<file path="src/design/mbtrs_pkg.sv">
package mbtrs_pkg;

    // Table size and frame limits
    localparam int NUM_REGS  = 10;
    localparam int MAX_FRAME = 512;
    localparam int HDR_LEN   = 12;
    localparam int MAX_RESP  = 29;
    localparam int MAX_QTY   = 10;

    localparam int POS_W  = $clog2(MAX_FRAME + 1);
    localparam int IDX_W  = $clog2(MAX_FRAME / 2);
    localparam int ADDR_W = (NUM_REGS > 1) ? $clog2(NUM_REGS) : 1;
    localparam int K_W    = $clog2(MAX_RESP + 1);
    localparam int HDR_AW = $clog2(HDR_LEN);
    localparam int Q_W    = $clog2(MAX_QTY + 1);

    // Frame byte positions
    localparam int MIN_FRAME  = 8;
    localparam int DATA_START = 13;
    localparam int POS_LEN_LO = 5;
    localparam int POS_FUNC   = 7;
    localparam int POS_ARG    = 8;
    localparam int POS_DATA   = 9;
    localparam int ECHO_LEN   = 12;
    localparam int EXC_LEN    = 9;

    // Function codes and response constants
    localparam logic [7:0] FUNC_READ      = 8'd3;
    localparam logic [7:0] FUNC_WRITE_ONE = 8'd6;
    localparam logic [7:0] FUNC_WRITE_MUL = 8'd16;
    localparam logic [7:0] EXC_FLAG       = 8'h80;
    localparam logic [7:0] EXC_ILLEGAL_FN = 8'h01;
    localparam logic [7:0] LEN_SHORT_PDU  = 8'd3;
    localparam logic [7:0] LEN_WRITE_PDU  = 8'd6;

    localparam logic [15:0] REG_PRESET [10] = '{
        16'd123, 16'd456, 16'd789, 16'd321, 16'd654,
        16'd987, 16'd111, 16'd222, 16'd333, 16'd444
    };

    typedef enum logic [2:0] {
        MODE_NONE,
        MODE_READ,
        MODE_ECHO,
        MODE_WMULTI,
        MODE_EXC
    } t_mode;

    typedef struct packed {
        logic take;
        logic decide;
        logic emit;
    } t_cmd;

    typedef struct packed {
        logic no_resp;
        logic last_byte;
        logic out_free;
    } t_sts;

endpackage

</file>
<file path="src/design/mbtrs_ctrl.sv">
module mbtrs_ctrl (
    input  logic           i_clk,
    input  logic           i_rst_n,
    input  logic           i_valid,
    input  logic           i_frame_end,
    input  mbtrs_pkg::t_sts i_sts,
    output mbtrs_pkg::t_cmd o_cmd,
    output logic           o_ready
);
    import mbtrs_pkg::*;

    typedef enum logic [1:0] {
        S_IDLE,
        S_DECIDE,
        S_EMIT
    } t_state;

    t_state r_state, n_state;
    logic   r_ready, n_ready;

    always_comb begin
        o_cmd.take   = r_ready && i_valid;
        o_cmd.decide = (r_state == S_DECIDE);
        o_cmd.emit   = (r_state == S_EMIT) && i_sts.out_free;
    end

    always_comb begin
        n_state = r_state;
        unique case (r_state)
            S_IDLE: begin
                if (o_cmd.take && i_frame_end) begin
                    n_state = S_DECIDE;
                end
            end
            S_DECIDE: begin
                n_state = i_sts.no_resp ? S_IDLE : S_EMIT;
            end
            S_EMIT: begin
                if (o_cmd.emit && i_sts.last_byte) begin
                    n_state = S_IDLE;
                end
            end
            default: begin
                n_state = S_IDLE;
            end
        endcase
        n_ready = (n_state == S_IDLE);
    end

    always_ff @(posedge i_clk) begin
        if (!i_rst_n) begin
            r_state <= S_IDLE;
            r_ready <= 1'b1;
        end else begin
            r_state <= n_state;
            r_ready <= n_ready;
        end
    end

    assign o_ready = r_ready;

    a_end_decides: assert property (@(posedge i_clk) disable iff (!i_rst_n)
        (o_cmd.take && i_frame_end) |=> (r_state == S_DECIDE))
        else $error("frame end did not start a response decision");

    a_take_idle: assert property (@(posedge i_clk) disable iff (!i_rst_n)
        o_cmd.take |-> (r_state == S_IDLE))
        else $error("byte taken outside idle");

endmodule

</file>
<file path="src/design/mbtrs_dp.sv">
module mbtrs_dp (
    input  logic            i_clk,
    input  logic            i_rst_n,
    input  mbtrs_pkg::t_cmd i_cmd,
    input  logic [7:0]      i_req_byte,
    input  logic            i_out_ready,
    output mbtrs_pkg::t_sts o_sts,
    output logic            o_out_valid,
    output logic [7:0]      o_resp_byte,
    output logic            o_resp_end
);
    import mbtrs_pkg::*;

    logic [POS_W-1:0]  r_pos;
    logic [7:0]        r_hdr [HDR_LEN];
    logic [15:0]       r_regs [NUM_REGS];
    logic [7:0]        r_pend;
    logic [IDX_W-1:0]  r_widx;
    t_mode             r_mode, n_mode;
    logic [K_W-1:0]    r_len, n_len;
    logic [Q_W-1:0]    r_qty, n_qty;
    logic [K_W-1:0]    r_k;
    logic [16:0]       r_rd_addr;
    logic              r_out_valid;
    logic [7:0]        r_out_byte, n_byte;
    logic              r_out_end;

    logic [15:0] hdr_pid, hdr_start, hdr_qty;
    logic [7:0]  func;
    logic        take_en, in_data, multi, hi_byte, word_done;
    logic [16:0] word_addr;
    logic        wr_en;
    logic [16:0] wr_addr;
    logic [15:0] wr_data;
    logic [7:0]  hdr_k, two_q;
    logic [15:0] rd_val;

    assign hdr_pid   = {r_hdr[2], r_hdr[3]};
    assign hdr_start = {r_hdr[8], r_hdr[9]};
    assign hdr_qty   = {r_hdr[10], r_hdr[11]};
    assign func      = r_hdr[POS_FUNC];

    // Byte intake and write-multiple data words
    assign take_en   = i_cmd.take && (r_pos < POS_W'(MAX_FRAME));
    assign in_data   = (r_pos >= POS_W'(DATA_START));
    assign multi     = (hdr_pid == 16'd0) && (func == FUNC_WRITE_MUL);
    assign hi_byte   = take_en && in_data && multi && r_pos[0];
    assign word_done = take_en && in_data && multi && !r_pos[0];
    assign word_addr = 17'(hdr_start) + 17'(r_widx);

    always_comb begin
        wr_en   = 1'b0;
        wr_addr = word_addr;
        wr_data = {r_pend, i_req_byte};
        if (word_done && (16'(r_widx) < hdr_qty)) begin
            wr_en = 1'b1;
        end else if (i_cmd.decide && (n_mode == MODE_ECHO)) begin
            wr_en   = 1'b1;
            wr_addr = 17'(hdr_start);
            wr_data = hdr_qty;
        end
        if (wr_addr >= 17'(NUM_REGS)) begin
            wr_en = 1'b0;
        end
    end

    // Response decision
    always_comb begin
        n_qty = (hdr_qty > 16'(MAX_QTY)) ? Q_W'(MAX_QTY) : hdr_qty[Q_W-1:0];
        if ((r_pos < POS_W'(MIN_FRAME)) || (hdr_pid != 16'd0)) begin
            n_mode = MODE_NONE;
        end else if ((func == FUNC_READ) && (r_pos >= POS_W'(HDR_LEN))) begin
            n_mode = MODE_READ;
        end else if ((func == FUNC_WRITE_ONE) && (r_pos >= POS_W'(HDR_LEN))) begin
            n_mode = MODE_ECHO;
        end else if ((func == FUNC_WRITE_MUL) && (r_pos >= POS_W'(DATA_START))) begin
            n_mode = MODE_WMULTI;
        end else begin
            n_mode = MODE_EXC;
        end
        case (n_mode)
            MODE_READ:   n_len = K_W'(POS_DATA) + K_W'({n_qty, 1'b0});
            MODE_ECHO:   n_len = K_W'(ECHO_LEN);
            MODE_WMULTI: n_len = K_W'(ECHO_LEN);
            MODE_EXC:    n_len = K_W'(EXC_LEN);
            default:     n_len = '0;
        endcase
    end

    // Response byte at position r_k
    assign hdr_k  = (r_k < K_W'(HDR_LEN)) ? r_hdr[r_k[HDR_AW-1:0]] : 8'h00;
    assign rd_val = (r_rd_addr < 17'(NUM_REGS)) ? r_regs[r_rd_addr[ADDR_W-1:0]] : 16'd0;
    assign two_q  = 8'({r_qty, 1'b0});

    always_comb begin
        n_byte = hdr_k;
        if (r_mode != MODE_ECHO) begin
            case (r_k) inside
                [K_W'(2):K_W'(4)]: n_byte = 8'h00;
                K_W'(POS_LEN_LO): begin
                    case (r_mode)
                        MODE_READ:   n_byte = LEN_SHORT_PDU + two_q;
                        MODE_WMULTI: n_byte = LEN_WRITE_PDU;
                        default:     n_byte = LEN_SHORT_PDU;
                    endcase
                end
                K_W'(POS_FUNC): begin
                    if (r_mode == MODE_EXC) begin
                        n_byte = hdr_k | EXC_FLAG;
                    end
                end
                K_W'(POS_ARG): begin
                    if (r_mode == MODE_READ) begin
                        n_byte = two_q;
                    end else if (r_mode == MODE_EXC) begin
                        n_byte = EXC_ILLEGAL_FN;
                    end
                end
                default: begin
                    if ((r_mode == MODE_READ) && (r_k >= K_W'(POS_DATA))) begin
                        n_byte = r_k[0] ? rd_val[15:8] : rd_val[7:0];
                    end
                end
            endcase
        end
    end

    always_comb begin
        o_sts.no_resp   = (n_mode == MODE_NONE);
        o_sts.last_byte = (r_k == r_len - K_W'(1));
        o_sts.out_free  = !r_out_valid || i_out_ready;
    end

    // Header bytes, decision results and output byte: written in place, no reset
    always_ff @(posedge i_clk) begin
        if (take_en && (r_pos < POS_W'(HDR_LEN))) begin
            r_hdr[r_pos[HDR_AW-1:0]] <= i_req_byte;
        end
        if (i_cmd.decide) begin
            r_qty     <= n_qty;
            r_len     <= n_len;
        end
        if (i_cmd.emit) begin
            r_out_byte <= n_byte;
            r_out_end  <= o_sts.last_byte;
        end
    end

    always_ff @(posedge i_clk) begin
        if (!i_rst_n) begin
            for (int i = 0; i < NUM_REGS; i++) begin
                r_regs[i] <= REG_PRESET[i];
            end
        end else if (wr_en) begin
            r_regs[wr_addr[ADDR_W-1:0]] <= wr_data;
        end
    end

    always_ff @(posedge i_clk) begin
        if (!i_rst_n) begin
            r_pos       <= '0;
            r_pend      <= '0;
            r_widx      <= '0;
            r_mode      <= MODE_NONE;
            r_k         <= '0;
            r_rd_addr   <= '0;
            r_out_valid <= 1'b0;
        end else begin
            if (take_en) begin
                r_pos <= r_pos + POS_W'(1);
            end
            if (hi_byte) begin
                r_pend <= i_req_byte;
            end
            if (word_done) begin
                r_widx <= r_widx + IDX_W'(1);
            end
            if (i_cmd.decide) begin
                r_pos     <= '0;
                r_pend    <= '0;
                r_widx    <= '0;
                r_mode    <= n_mode;
                r_k       <= '0;
                r_rd_addr <= 17'(hdr_start);
            end
            if (i_cmd.emit) begin
                r_out_valid <= 1'b1;
                r_k         <= r_k + K_W'(1);
                // advance the read address after each low data byte
                if ((r_mode == MODE_READ) && (r_k > K_W'(POS_DATA)) && !r_k[0]) begin
                    r_rd_addr <= r_rd_addr + 17'd1;
                end
            end else if (i_out_ready) begin
                r_out_valid <= 1'b0;
            end
        end
    end

    assign o_out_valid = r_out_valid;
    assign o_resp_byte = r_out_byte;
    assign o_resp_end  = r_out_end;

    a_emit_in_range: assert property (@(posedge i_clk) disable iff (!i_rst_n)
        i_cmd.emit |-> ((r_k < r_len) && (r_len <= K_W'(MAX_RESP))))
        else $error("response byte index out of range");

    a_emit_has_room: assert property (@(posedge i_clk) disable iff (!i_rst_n)
        i_cmd.emit |-> (!r_out_valid || i_out_ready))
        else $error("output register overwritten");

endmodule

</file>
<file path="src/design/modbus_tcp_register_server.sv">
// Channel    Direction  Handshake           Payload
// request    in         i_valid / o_ready   i_req_byte, i_frame_end
// response   out        o_valid / i_ready   o_resp_byte, o_resp_end
//
// A request byte is taken only while the server is idle.
// A byte with frame end moves it to a decision state, then the response
// goes out byte by byte (9 to 29 bytes) while the output register drains.
// Reset (synchronous, active low) presets the ten holding registers and
// clears the byte counter; the header bytes hold until written.
// A stalled response holds the output register; no request byte is taken
// until the whole response has been loaded.
module modbus_tcp_register_server (
    input  logic       i_clk,
    input  logic       i_rst_n,
    input  logic       i_valid,
    output logic       o_ready,
    input  logic [7:0] i_req_byte,
    input  logic       i_frame_end,
    output logic       o_valid,
    input  logic       i_ready,
    output logic [7:0] o_resp_byte,
    output logic       o_resp_end
);
    import mbtrs_pkg::*;

    t_cmd cmd;
    t_sts sts;

    // Sequencer: intake, decision, byte-by-byte response
    mbtrs_ctrl u_ctrl (
        .i_clk       (i_clk),
        .i_rst_n     (i_rst_n),
        .i_valid     (i_valid),
        .i_frame_end (i_frame_end),
        .i_sts       (sts),
        .o_cmd       (cmd),
        .o_ready     (o_ready)
    );

    // Header store, register table, response builder and output register
    mbtrs_dp u_dp (
        .i_clk       (i_clk),
        .i_rst_n     (i_rst_n),
        .i_cmd       (cmd),
        .i_req_byte  (i_req_byte),
        .i_out_ready (i_ready),
        .o_sts       (sts),
        .o_out_valid (o_valid),
        .o_resp_byte (o_resp_byte),
        .o_resp_end  (o_resp_end)
    );

endmodule

</file>
<file path="config.mk">
export PLATFORM = sky130hd
export DESIGN_NAME = modbus_tcp_register_server
export DESIGN_NICKNAME = d
export VERILOG_FILES = /design/src/design/mbtrs_pkg.sv /design/src/design/mbtrs_ctrl.sv /design/src/design/mbtrs_dp.sv /design/src/design/modbus_tcp_register_server.sv
export SDC_FILE = /design/constraint.sdc
export NUM_CORES = 1
export LEC_CHECK = 0
export ABC_AREA = 1
export BUFFER_PORTS_ARGS = -buffer_cell sky130_fd_sc_hd__buf_2
export CAP_MARGIN = 20
export CORE_MARGIN = 3
export CORE_UTILIZATION = 36
export DETAILED_ROUTE_END_ITERATION = 12
export GPL_TIMING_DRIVEN = 0
export PLACE_DENSITY = 0.47
export SLEW_MARGIN = 20
export SYNTH_ARGS = -nofsm -noshare
export SYNTH_HDL_FRONTEND = slang
export SYNTH_SLANG_ARGS = --single-unit
</file>
<file path="constraint.sdc">
create_clock -name i_clk -period 9.3 [get_ports i_clk]
set_input_delay 0.465 -clock i_clk [delete_from_list [all_inputs] [get_ports i_clk]]
set_output_delay 0.465 -clock i_clk [all_outputs]
set_load 0.01 [all_outputs]
</file>
==> results of run 1 <==
==> cells in the mapped netlist, drive strengths merged, types with 9 or more instances <==
cell type	instances
clkbuf	67
dfxtp	59
o21ai	181
nand3	120
a31oi	9
a22oi	13
o22ai	29
buf	25
nand2	402
a21oi	130
or2	11
edfxtp	370
a211oi	11
nand4	24
inv	175
nor3	23
ha	28
o2111ai	14
nor2	301
xor2	19
==> report_power, final <==
part / total, mW / switching, mW / internal (mW)
Clock: 1.94 / 0.823 / 1.12
Sequential: 2.15 / 0.0172 / 2.13
Combinational: 0.198 / 0.150 / 0.0478
Total: 4.29 / 0.991 / 3.30
==> logic make-up (layout without fill, tap and decap cells) <==
kind of cell	Yosys count	count (layout)	synth area share [%]
other	1	97	0.01853
buffers and inverters	270	384	5.150
AOI/OAI and AO/OA	432	432	12.33
adders and majority gates	29	29	1.830
xor gates and xnor gates	24	24	1.039
and+or+nand+nor	894	894	18.89
DFF	429	429	60.74
==> routing by layer <==
metal,up-vias,GRT usage (%),wire length [µm]
met5,-,0,0
met4,0,5.940,1823
met3,107,3.668,4743
met2,571,38.52,32950
met1,7924,32.88,31130
li1,7498,-,-
==> final cells by class <==
cell class,instances,area share (%)
Sequential cell,429,52.81
Multi-Input combinational cell,1475,31.24
Clock buffer,68,5.708
Tap cell,748,4.021
Inverter,178,2.881
Buffer,92,1.596
Clock inverter,23,1.150
Timing Repair Buffer,23,0.5913
Antenna cell,1,0.01075
==> metrics by stage <==
| stage | utilization [%] | hold WS, ns |
|---|---|---|
| floorplan | - | 0.4234 |
| global placement | 39.13 | 0.4323 |
| detailed placement | 39.20 | 0.4380 |
| CTS | 42.08 | 0.1025 |
| global route | 42.08 | 0.1200 |
| finish | 42.09 | 0.1402 |
==> state kept, by name, summed over array words and instances, names as in the netlist, named ones only <==
name	cells
u_dp.r_len	5
u_dp.r_rd_addr	17
u_dp.o_out_valid	1
u_dp.r_pos	10
u_dp.o_resp_end	1
u_dp.r_k	5
u_dp.r_widx	8
u_dp.r_mode	3
u_dp.r_qty	4
u_dp.o_resp_byte	8
u_dp.r_pend	8
u_ctrl.o_ready	1
u_dp.r_regs	256
u_dp.r_hdr	96
u_ctrl.r_state	2
==> worst reg2reg max path, delay by kind of cell, from the launching register on <==
family	cells	cell delay, ns
AND/OR/NAND/NOR	15	3.65
flip-flops	1	0.43
buffers and inverters	2	0.54
==> placed cells by master, fill, tap and decap left out, types with 11 or more instances in the layout <==
master / n
a211oi_1: 11
a21oi_1: 129
a22oi_1: 13
buf_1: 14
buf_2: 31
clkbuf_1: 84
clkbuf_16: 50
conb_1: 96
dfxtp_1: 59
edfxtp_1: 370
ha_1: 28
inv_1: 169
nand2_1: 394
nand3_1: 110
nand4_1: 24
nor2_1: 283
nor2_2: 12
nor3_1: 23
o2111ai_1: 14
o21ai_0: 179
o22ai_1: 29
or2_2: 11
xor2_1: 19
==> worst max-delay path by stage <==
stage	startpoint	end	slack (ns)	cells past startpoint
2_1_floorplan	u_dp.r_hdr[9][0]	u_dp.r_regs[7][0]	5.85	18
3_3_place_gp	u_dp.r_hdr[2][5]	u_dp.r_regs[9][3]	4.04	11
4_1_cts	u_dp.r_hdr[3][7]	u_dp.r_regs[8][5]	4.38	17
5_1_grt	u_dp.r_hdr[2][5]	u_dp.r_regs[8][5]	4.15	17
6_report	u_dp.r_hdr[2][5]	u_dp.r_regs[8][5]	4.26	17
3_5_place_dp	u_dp.r_hdr[2][5]	u_dp.r_regs[8][15]	4.39	17
==> impl_metrics.csv, run 1 <==
group,metric,value,unit
timing,min_period_over_period,54.18,%
clock_network,insertion_delay,0.62,ns
flow_run,cap_violations,0,
placement,place.gp.congestion,0.9224,
clock_network,path_clk_slew,0.06,ns
setup_path,rr_endpoint,"u_dp.r_regs[8][5]",
timing,setup_viol,0,
power,power,4.289,mW
floorplan,die_w,243.1,µm
hold_path,holdCritPathClass,"input port to flop",
global_route,grt_pass1_vias,15244,
clock_network,postCtsResizedCells,0,
clock_network,clockBufferDepth,3,
timing,finalWorstPathRequiredPeriod,5.039,ns
timing,finalMaxSlewViolations,0,
yosys,ys_seq_area_share,60.74,%
timing,tns,0,ns
clock_network,cts-root-buf,"clkbuf_16",
cells_and_area,fillers,5570,
cells_and_area,register_area,12290,µm²
floorplan,top_level_ports,24,
timing,finalWorstSetupSlack,4.261,ns
timing,slew_headroom,28.19,%
setup_path,path_cells,"nor2_1, nand2_1, nor2_1, nand3_4, nor2_1, nand3_1, nor2_1, nor2_1, nand2_1, nand3_1, nor2_2, nand3_1, buf_6, nor2_4, nand3_2, buf_2, nand2_1",
floorplan,die_h,243.1,µm
power,p_leak,8.529,nW
setup_path,reg2reg_setup_slack,4.26,ns
setup_path,r2r_start,"u_dp.r_hdr[2][5]",
yosys,syn_inst,2079,
clock_network,numCtsBuffers,50,
cells_and_area,area_delta_synth_final,15.02,%
clock_network,cts_setup_buffers,0,
yosys,syn_area,20240,µm²
clock_network,cts_tree,"done",
timing,fmax,0.1984,GHz
yosys,yosys.area.top_type,"edfxtp_1",
yosys,yosys_most_used_dff,"edfxtp_1",
setup_path,startpoint_type,"flop",
cells_and_area,nNetsFinal,2291,
yosys,yosysTopAreaCellShare,54.90,%
placement,place_hpwl,49850,µm
placement,placed_cell_area,21680,µm²
cells_and_area,final_cells,3037,
floorplan,start_util,36.59,%
placement,dp.cells,2945,
clock_network,clkSinkCount,429,
cells_and_area,postLayoutCellArea,23280,µm²
setup_path,path_buf_inv,2,
yosys,synth.area.top_cells,"edfxtp_1 55%, nand2_1 7.3%, dfxtp_1 5.8%",
yosys,synth.avg_cell_area,9.735,µm²
hold_path,holdPathStages,3,
setup_path,cp.required,9.51,ns
hold_path,holdPathEnd,"u_ctrl.r_state[0]",
yosys,synth-seq-cells,429,
route,ant_nets,0,
cells_and_area,multi_input_area,7271,µm²
global_route,grt_pass1_wl,102400,µm
floorplan,core-area,55310,µm²
route,drc,0,
setup_path,setup.worst_path.end_class,"flop",
setup_path,reg2reg_depth,17,
setup_path,cp_top_family,"simple AND/OR/NAND/NOR gates",
cells_and_area,drive_gt1_share,6.818,%
global_route,grt.overflow.total,0,
timing,fin_skew,0.04211,ns
route,vias,16100,
floorplan,die-area,59100,µm²
route,routedWlPerCell,23.26,µm
setup_path,worstPathMaxFanout,16,
yosys,synth-edff-count,370,
power,max-vdd-ir-drop,0.0001402,V
timing,rsz0062_at_grt,"no",
global_route,antenna_found_initial,1,
setup_path,critPathSlowestCell,"nand2_1",
yosys,yosysUniqueCellTypes,53,
route,drt-total-wl,70650,µm
route,viasPerCell,5.301,
setup_path,cp.arrival,5.25,ns
floorplan,rows,86,
run_status,status,"completed",
global_route,grt_max_degree,19,
timing,tightest_slew,1.075,ns
clock_network,cts_hold_buf,0,
yosys,synthArstFlopShare,0,%
setup_path,cp_common_cell,"nor2_1",
global_route,grt_util_all_layers,23.57,%
yosys,synth.yosys.warnings,0,
clock_network,htreeDepth,2,
setup_path,critical_path_class,"flop to flop",
setup_path,cp_slowest_stage_delay,0.80,ns
hold_path,worstHoldStart,"i_frame_end",
placement,portBuffers,22,
route,drt-initial-drc-count,1604,
route,firstDrtPassIters,5,
placement,place_ws,4.395,ns
timing,hold_viol,0,
power,powerDensity,184.3,nW/µm²
Note: power is estimated with default switching activity, not from simulation.
==> run 2, diff against run 1 <==
--- a/config.mk
+++ b/config.mk
@@ -12,7 +12,7 @@
 export CORE_UTILIZATION = 36
 export DETAILED_ROUTE_END_ITERATION = 12
 export GPL_TIMING_DRIVEN = 0
-export PLACE_DENSITY = 0.47
+export PLACE_DENSITY = 0.49
 export SLEW_MARGIN = 20
 export SYNTH_ARGS = -nofsm -noshare
 export SYNTH_HDL_FRONTEND = slang
==> constraint.sdc (replaced) <==
create_clock -name i_clk -period 4.3 [get_ports i_clk]
set_input_delay 0.215 -clock i_clk [delete_from_list [all_inputs] [get_ports i_clk]]
set_output_delay 0.215 -clock i_clk [all_outputs]
set_load 0.01 [all_outputs]
==> run 2 against run 1 <==
  * Global-route usage fell by 0.43 points
  * Via count fell by 0.29%
  * Cell count rose by 0.16%
==> impl_metrics.csv, run 2 (synthesis results as in run 1) <==
group,metric,value,unit
global_route,grt_pass1_wl,101300,µm
timing,finalWorstPathRequiredPeriod,4.188,ns
setup_path,critical_path_class,"flop to flop",
global_route,grt.overflow.total,0,
timing,setup_viol,0,
route,firstDrtPassIters,5,
floorplan,die_h,243.1,µm
setup_path,r2r_start,"u_dp.r_hdr[2][6]",
setup_path,startpoint_type,"flop",
global_route,antenna_found_initial,1,
setup_path,path_cells,"nor2_1, nand2_1, nor2_1, nand3_4, nor2_1, nand3_1, nor2_1, nor2_1, nand2_1, nand3_1, nor2_2, nand3_1, buf_6, nor2_4, nand3_2, buf_2, nand2_8",
power,p_leak,8.571,nW
setup_path,cp.arrival,4.47,ns
clock_network,htreeDepth,2,
cells_and_area,fillers,5529,
route,ant_nets,0,
timing,finalMaxSlewViolations,0,
placement,place_ws,-0.6370,ns
setup_path,reg2reg_depth,17,
timing,hold-worst-slack,0.01969,ns
cells_and_area,fin_util,42.37,%
flow_run,cap_violations,0,
route,viasPerCell,5.277,
setup_path,worstPathMaxFanout,16,
floorplan,die-area,59100,µm²
clock_network,cts_tree,"done",
floorplan,core-area,55310,µm²
run_status,status,"completed",
setup_path,cp_slowest_stage_delay,0.40,ns
route,drt-initial-drc-count,1458,
power,max-vdd-ir-drop,0.0002939,V
route,routedWlPerCell,22.73,µm
cells_and_area,largest-register,"u_dp.r_regs",
floorplan,die_w,243.1,µm
clock_network,clkSinkCount,429,
cells_and_area,final_common_cell,"nand2_1",
setup_path,critPathSlowestCell,"edfxtp_1",
cells_and_area,nNetsFinal,2296,
clock_network,insertion_delay,0.62,ns
placement,place.gp.congestion,0.8989,
floorplan,start_util,36.59,%
setup_path,worstSetupStartpoint,"u_dp.r_hdr[2][6]",
global_route,grt_max_degree,19,
clock_network,clockBufferDepth,3,
route,drc,0,
setup_path,cp.depth,17,
clock_network,numCtsBuffers,50,
setup_path,crit_end,"u_dp.r_regs[3][7]",
timing,fmax,0.2388,GHz
cells_and_area,final_cells,3042,
cells_and_area,drive_gt1_share,7.548,%
setup_path,cp_top_family,"simple AND/OR/NAND/NOR gates",
floorplan,rows,86,
route,vias,16053,
power,powerDensity,394.7,nW/µm²
power,power,9.250,mW
clock_network,cts-root-buf,"clkbuf_16",
timing,tightest_slew,0.9911,ns
global_route,grt_pass1_vias,15411,
timing,slew_headroom,33.93,%
timing,hold_viol,0,
timing,finalWorstSetupSlack,0.1123,ns
hold_path,holdCritPathClass,"input port to flop",
cells_and_area,largest_reg_flops,256,
cells_and_area,area_delta_synth_final,15.78,%
clock_network,path_clk_slew,0.07,ns
setup_path,reg2reg_setup_slack,0.11,ns
setup_path,setup.worst_path.end_class,"flop",
timing,fin_skew,0.04109,ns
setup_path,rr_endpoint,"u_dp.r_regs[3][7]",
cells_and_area,final_cell_mix,"385 x nand2_1, 370 x edfxtp_1, 280 x nor2_1",
setup_path,cp_common_cell,"nor2_1",
setup_path,path_buf_inv,2,
timing,min_period_over_period,97.39,%
route,drt-total-wl,69160,µm
placement,place_hpwl,48480,µm
floorplan,top_level_ports,24,
global_route,grt_util_all_layers,23.14,%
placement,portBuffers,22,
setup_path,cp.required,4.58,ns
placement,dp.cells,2946,
[run 2: changes by cell type in the layout (fill, tap and decap cells not counted), moves of 4 or more]
| cell | change |
|---|---|
| nand2_1 | -9 |
| clkbuf_1 | -6 |
| nand2_4 | +6 |
| clkinv_2 | +4 |
[run 2: layer usage]
layer	track usage, %	vias up	wire (µm)
met5	0	-	0
met4	8.278	0	2458
met3	3.535	137	4548
met2	37.48	575	31900
met1	31.62	7827	30250
li1	-	7514	-
[run 2: final cells by class]
type	count	area (µm²)	share of cell area, %
Clock inverter	29	290.3	1.239
Sequential cell	429	12290	52.46
Inverter	178	670.6	2.862
Timing Repair Buffer	28	193.9	0.8276
Clock buffer	61	1292	5.516
Tap cell	748	935.9	3.994
Multi-Input combinational cell	1475	7378	31.49
Buffer	92	374.1	1.597
Antenna cell	2	5.005	0.02136
[run 2: worst min path at each step]
stage | slack [ns] | depth (start not counted) | startpoint | end
2_1_floorplan | 0.31 | 0 | i_req_byte[0] | u_dp.r_hdr[0][0]
3_3_place_gp | 0.43 | 2 | u_dp.r_pend[7] | u_dp.r_pend[7]
3_5_place_dp | 0.44 | 2 | u_dp.r_pend[6] | u_dp.r_pend[6]
6_report | 0.02 | 1 | i_req_byte[1] | u_dp.r_hdr[10][1]
5_1_grt | 0.01 | 1 | i_req_byte[6] | u_dp.r_hdr[0][6]
4_1_cts | 0.006 | 1 | i_req_byte[6] | u_dp.r_hdr[0][6]
[run 2: per-stage QoR]
step	area, µm²	setup TNS, ns
4_1_cts	23350	0
2_1_floorplan	20590	0
3_5_place_dp	21690	-60.21
5_1_grt	23430	-0.2950
3_3_place_gp	21640	-69.96
6_report	23430	0
[run 2: where the power goes]
| part | internal [mW] | switching, mW | leakage (nW) |
|---|---|---|---|
| Combinational | 0.111 | 0.325 | 3.94 |
| Clock | 2.38 | 1.78 | 0.769 |
| Sequential | 4.61 | 0.0357 | 3.86 |
| Total | 7.11 | 2.14 | 8.57 |
[run 2: what timing repair did]
item / CTS / global route
resized for setup: 15 / 12
setup buffers: 0 / 0
hold endpoints to repair: 2 / 0
hold buffers: 3 / 0
setup endpoints to repair: 158 / 132
==> run 3, diff against run 2 <==
--- a/config.mk
+++ b/config.mk
@@ -8,7 +8,7 @@
 export ABC_AREA = 1
 export BUFFER_PORTS_ARGS = -buffer_cell sky130_fd_sc_hd__buf_2
 export CAP_MARGIN = 20
-export CORE_MARGIN = 3
+export CORE_MARGIN = 2
 export CORE_UTILIZATION = 36
 export DETAILED_ROUTE_END_ITERATION = 12
 export GPL_TIMING_DRIVEN = 0
@@ -16,4 +16,5 @@
 export SLEW_MARGIN = 20
 export SYNTH_ARGS = -nofsm -noshare
 export SYNTH_HDL_FRONTEND = slang
+export SYNTH_HIERARCHICAL = 1
 export SYNTH_SLANG_ARGS = --single-unit
==> run 3 against run 2 <==
  * Fmax rose by 3.8%
  * Cell area is 1.1% lower
  * Clock skew decreased by 0.0017 ns
  * Global-route usage rose by 1.4 points
  * Clock power rose by 5.3%
  * Synthesized cell count increased by 0.29%
  * Routed wire length rose by 0.82%
  * First-iteration DRC count grew 6.2%
  * Non-clock buffer count increased by 8
  * Critical path type unchanged
  * Critical endpoint is now u_dp/r_regs[6][11]
  * Highest routed layer unchanged
==> impl_metrics.csv, run 3 <==
group,metric,value,unit
run_status,status,"completed",
setup_path,cp.arrival,4.24,ns
cells_and_area,final_cells,3033,
clock_network,htreeDepth,2,
hold_path,holdCritPathClass,"input port to flop",
setup_path,setup.worst_path.end_class,"flop",
yosys,synth.yosys.warnings,6,
clock_network,cts_tree,"done",
yosys,netlist_top_cells_count,"423 x nand2_1, 352 x edfxtp_1, 256 x nor2_1, 167 x inv_1, 149 x a21oi_1",
global_route,grt_pass1_wl,102500,µm
route,routedWlPerCell,22.99,µm
power,max-vdd-ir-drop,0.0003067,V
setup_path,reg2reg_setup_slack,0.27,ns
timing,finalWorstSetupSlack,0.2655,ns
yosys,yosysMostFrequentCell,"nand2_1",
yosys,yosysTopAreaCellShare,52.96,%
yosys,syn_area,19960,µm²
setup_path,critPathSlowestCell,"edfxtp_1",
clock_network,insertion_delay,0.61,ns
yosys,synth.area.top_cells,"edfxtp_1 53%, nand2_1 8.0%, dfxtp_1 5.9%",
setup_path,worstPathMaxFanout,16,
yosys,synth.avg_cell_area,9.573,µm²
setup_path,reg2reg_depth,17,
global_route,grt_max_degree,17,
power,powerDensity,400.8,nW/µm²
hold_path,worstHoldStart,"i_req_byte[6]",
clock_network,clockBufferDepth,3,
cells_and_area,largest-register,"u_dp/r_regs",
route,ant_nets,0,
cells_and_area,final_cell_mix,"415 x nand2_1, 352 x edfxtp_1, 254 x nor2_1",
floorplan,start_util,36.30,%
timing,min_period_over_period,93.83,%
cells_and_area,area_delta_synth_final,16.17,%
route,drt-initial-drc-count,1549,
setup_path,cp_slowest_stage_delay,0.48,ns
hold_path,holdPathStages,1,
floorplan,die_w,239.5,µm
clock_network,path_clk_slew,0.06,ns
yosys,synth-edff-count,352,
placement,place.gp.congestion,0.9308,
setup_path,critical_path_class,"flop to flop",
global_route,grt_util_all_layers,24.55,%
cells_and_area,final_common_cell,"nand2_1",
setup_path,r2r_start,"u_dp/r_hdr[9][0]",
timing,slew_headroom,12.76,%
power,p_leak,8.602,nW
setup_path,path_cells,"ha_1, fa_1, nand3_1, nand3_1, a21oi_2, inv_1, nand3_1, nand2_1, nor2_1, nand3_1, nor2_4, nand3_4, buf_6, nor3_4, nand2_1, buf_2, nand2_2",
setup_path,rr_endpoint,"u_dp/r_regs[6][11]",
timing,finalMaxSlewViolations,0,
clock_network,numCtsBuffers,48,
floorplan,top_level_ports,24,
timing,hold_viol,0,
cells_and_area,n_antenna_cell,0,
flow_run,cap_violations,0,
yosys,synthArstFlopShare,0,%
cells_and_area,nNetsFinal,2286,
route,firstDrtPassIters,7,
cells_and_area,drive_gt1_share,8.884,%
floorplan,rows,86,
placement,place_hpwl,49680,µm
floorplan,core-area,54990,µm²
placement,place_ws,-0.8095,ns
route,viasPerCell,5.294,
global_route,antenna_found_initial,0,
timing,finalWorstPathRequiredPeriod,4.034,ns
timing,fmax,0.2479,GHz
placement,dp.cells,2934,
setup_path,startpoint_type,"flop",
setup_path,cp.required,4.51,ns
floorplan,die_h,239.5,µm
route,drt-total-wl,69720,µm
placement,portBuffers,23,
clock_network,clkSinkCount,411,
route,drc,0,
floorplan,die-area,57340,µm²
global_route,grt_pass1_vias,15639,
clock_network,cts-root-buf,"clkbuf_16",
timing,rsz0062_at_grt,"no",
hold_path,holdPathEnd,"u_dp/r_hdr[4][6]",
setup_path,cp_common_cell,"nand3_1",
timing,tightest_slew,1.309,ns
yosys,syn_inst,2085,
yosys,ys_seq_area_share,58.88,%
route,vias,16057,
global_route,grt.overflow.total,0,
yosys,yosys_most_used_dff,"edfxtp_1",
yosys,yosysUniqueCellTypes,63,
timing,setup_viol,0,
yosys,yosys.area.top_type,"edfxtp_1",
yosys,synth-seq-cells,411,
cells_and_area,largest_reg_flops,238,
timing,fin_skew,0.03943,ns
[run 3: changes by cell type in the layout (fill, tap and decap cells not counted), sizes merged, moves of 9 or more]
cell     change
o21ai       -38
o2111ai     -13
o221ai      +11
edfxtp      -18
a21oi       +20
nor3        +11
nand4       +16
nor2        -12
conb        -18
nand2       +36
o22ai        -9
[run 3: through the flow]
stage / setup TNS (ns) / utilization, % / hold slack (ns) / cell area, µm² / total power [mW]
floorplan: 0 / - / 0.2992 / 20250 / 4.771
global placement: -101.44 / 38.74 / 0.4356 / 21300 / 4.967
detailed placement: -70.17 / 38.78 / 0.4429 / 21330 / 4.974
CTS: 0 / 42.03 / 0.02537 / 23110 / 9.364
global route: 0 / 42.17 / 0.04946 / 23190 / 9.565
finish: 0 / 42.17 / 0.04579 / 23190 / 9.293
[run 3: layout make-up]
type | count | area (µm²)
fillers | 5411 | 31800
flip-flops and latches | 411 | 11750
multi-input cells | 1482 | 7515
clock buffers | 60 | 1287
well taps | 748 | 935.9
inverters | 174 | 653.1
clock inverters | 30 | 417.9
plain buffers | 95 | 405.4
repair buffers | 33 | 220.2
[run 3: worst max-delay path by stage]
stage	startpoint	slack [ns]	cells after the start	to
2_1_floorplan	u_dp/r_hdr[9][0]	0.20	17	u_dp/r_regs[1][0]
3_5_place_dp	u_ctrl/r_state[0]	-0.81	13	u_dp/r_regs[0][7]
6_report	u_dp/r_hdr[9][0]	0.27	17	u_dp/r_regs[6][11]
5_1_grt	u_dp/r_hdr[9][0]	0.01	17	u_dp/r_regs[6][11]
4_1_cts	u_dp/r_hdr[9][0]	0.03	16	u_dp/r_regs[5][12]
3_3_place_gp	u_dp/r_hdr[9][0]	-1.42	17	u_dp/r_regs[1][13]
[run 3: cell families after synthesis]
logic type      after synthesis  share of synthesized area, %
fa+ha+maj                    28                         1.793
simple gates                934                         20.55
mux                           2                        0.1003
flops                       411                         58.88
buf+inv                     269                         5.303
other cells                   1                       0.01879
compound gates              417                         12.35
xor+xnor                     23                         1.009
[run 3: repair_timing]
item	4_1_cts	5_1_grt
hold buffers	4	0
buffers inserted	1	4
gates resized for setup	10	7
pin swaps	0	2
endpoints found under the hold margin	4	0
endpoints found under the setup margin	156	181
[run 3: where the power goes]
| part | leakage, nW | internal, mW | total [mW] | switching, mW |
|---|---|---|---|---|
| clock | 0.831 | 2.68 | 4.39 | 1.71 |
| combinational | 4.06 | 0.110 | 0.436 | 0.326 |
| sequential | 3.71 | 4.43 | 4.47 | 0.0401 |
[run 3: per-layer routing]
layer	global-route usage [%]	wire length, µm	share of wire, %	vias up
met4	10.21	2822	4.0	0
met3	3.342	3732	5.4	132
met1	31.48	29420	42	7859
li1	-	-	-	7546
met5	0	0	0	-
met2	41.71	33750	48	520
[run 3: worst max-delay path: cells and delay by family (launching register included)]
family / cells / cell delay (ns)
buf+inv: 3 / 0.52
fa+ha+maj: 2 / 0.76
flops: 1 / 0.48
compound gates: 1 / 0.25
simple gates: 11 / 1.64
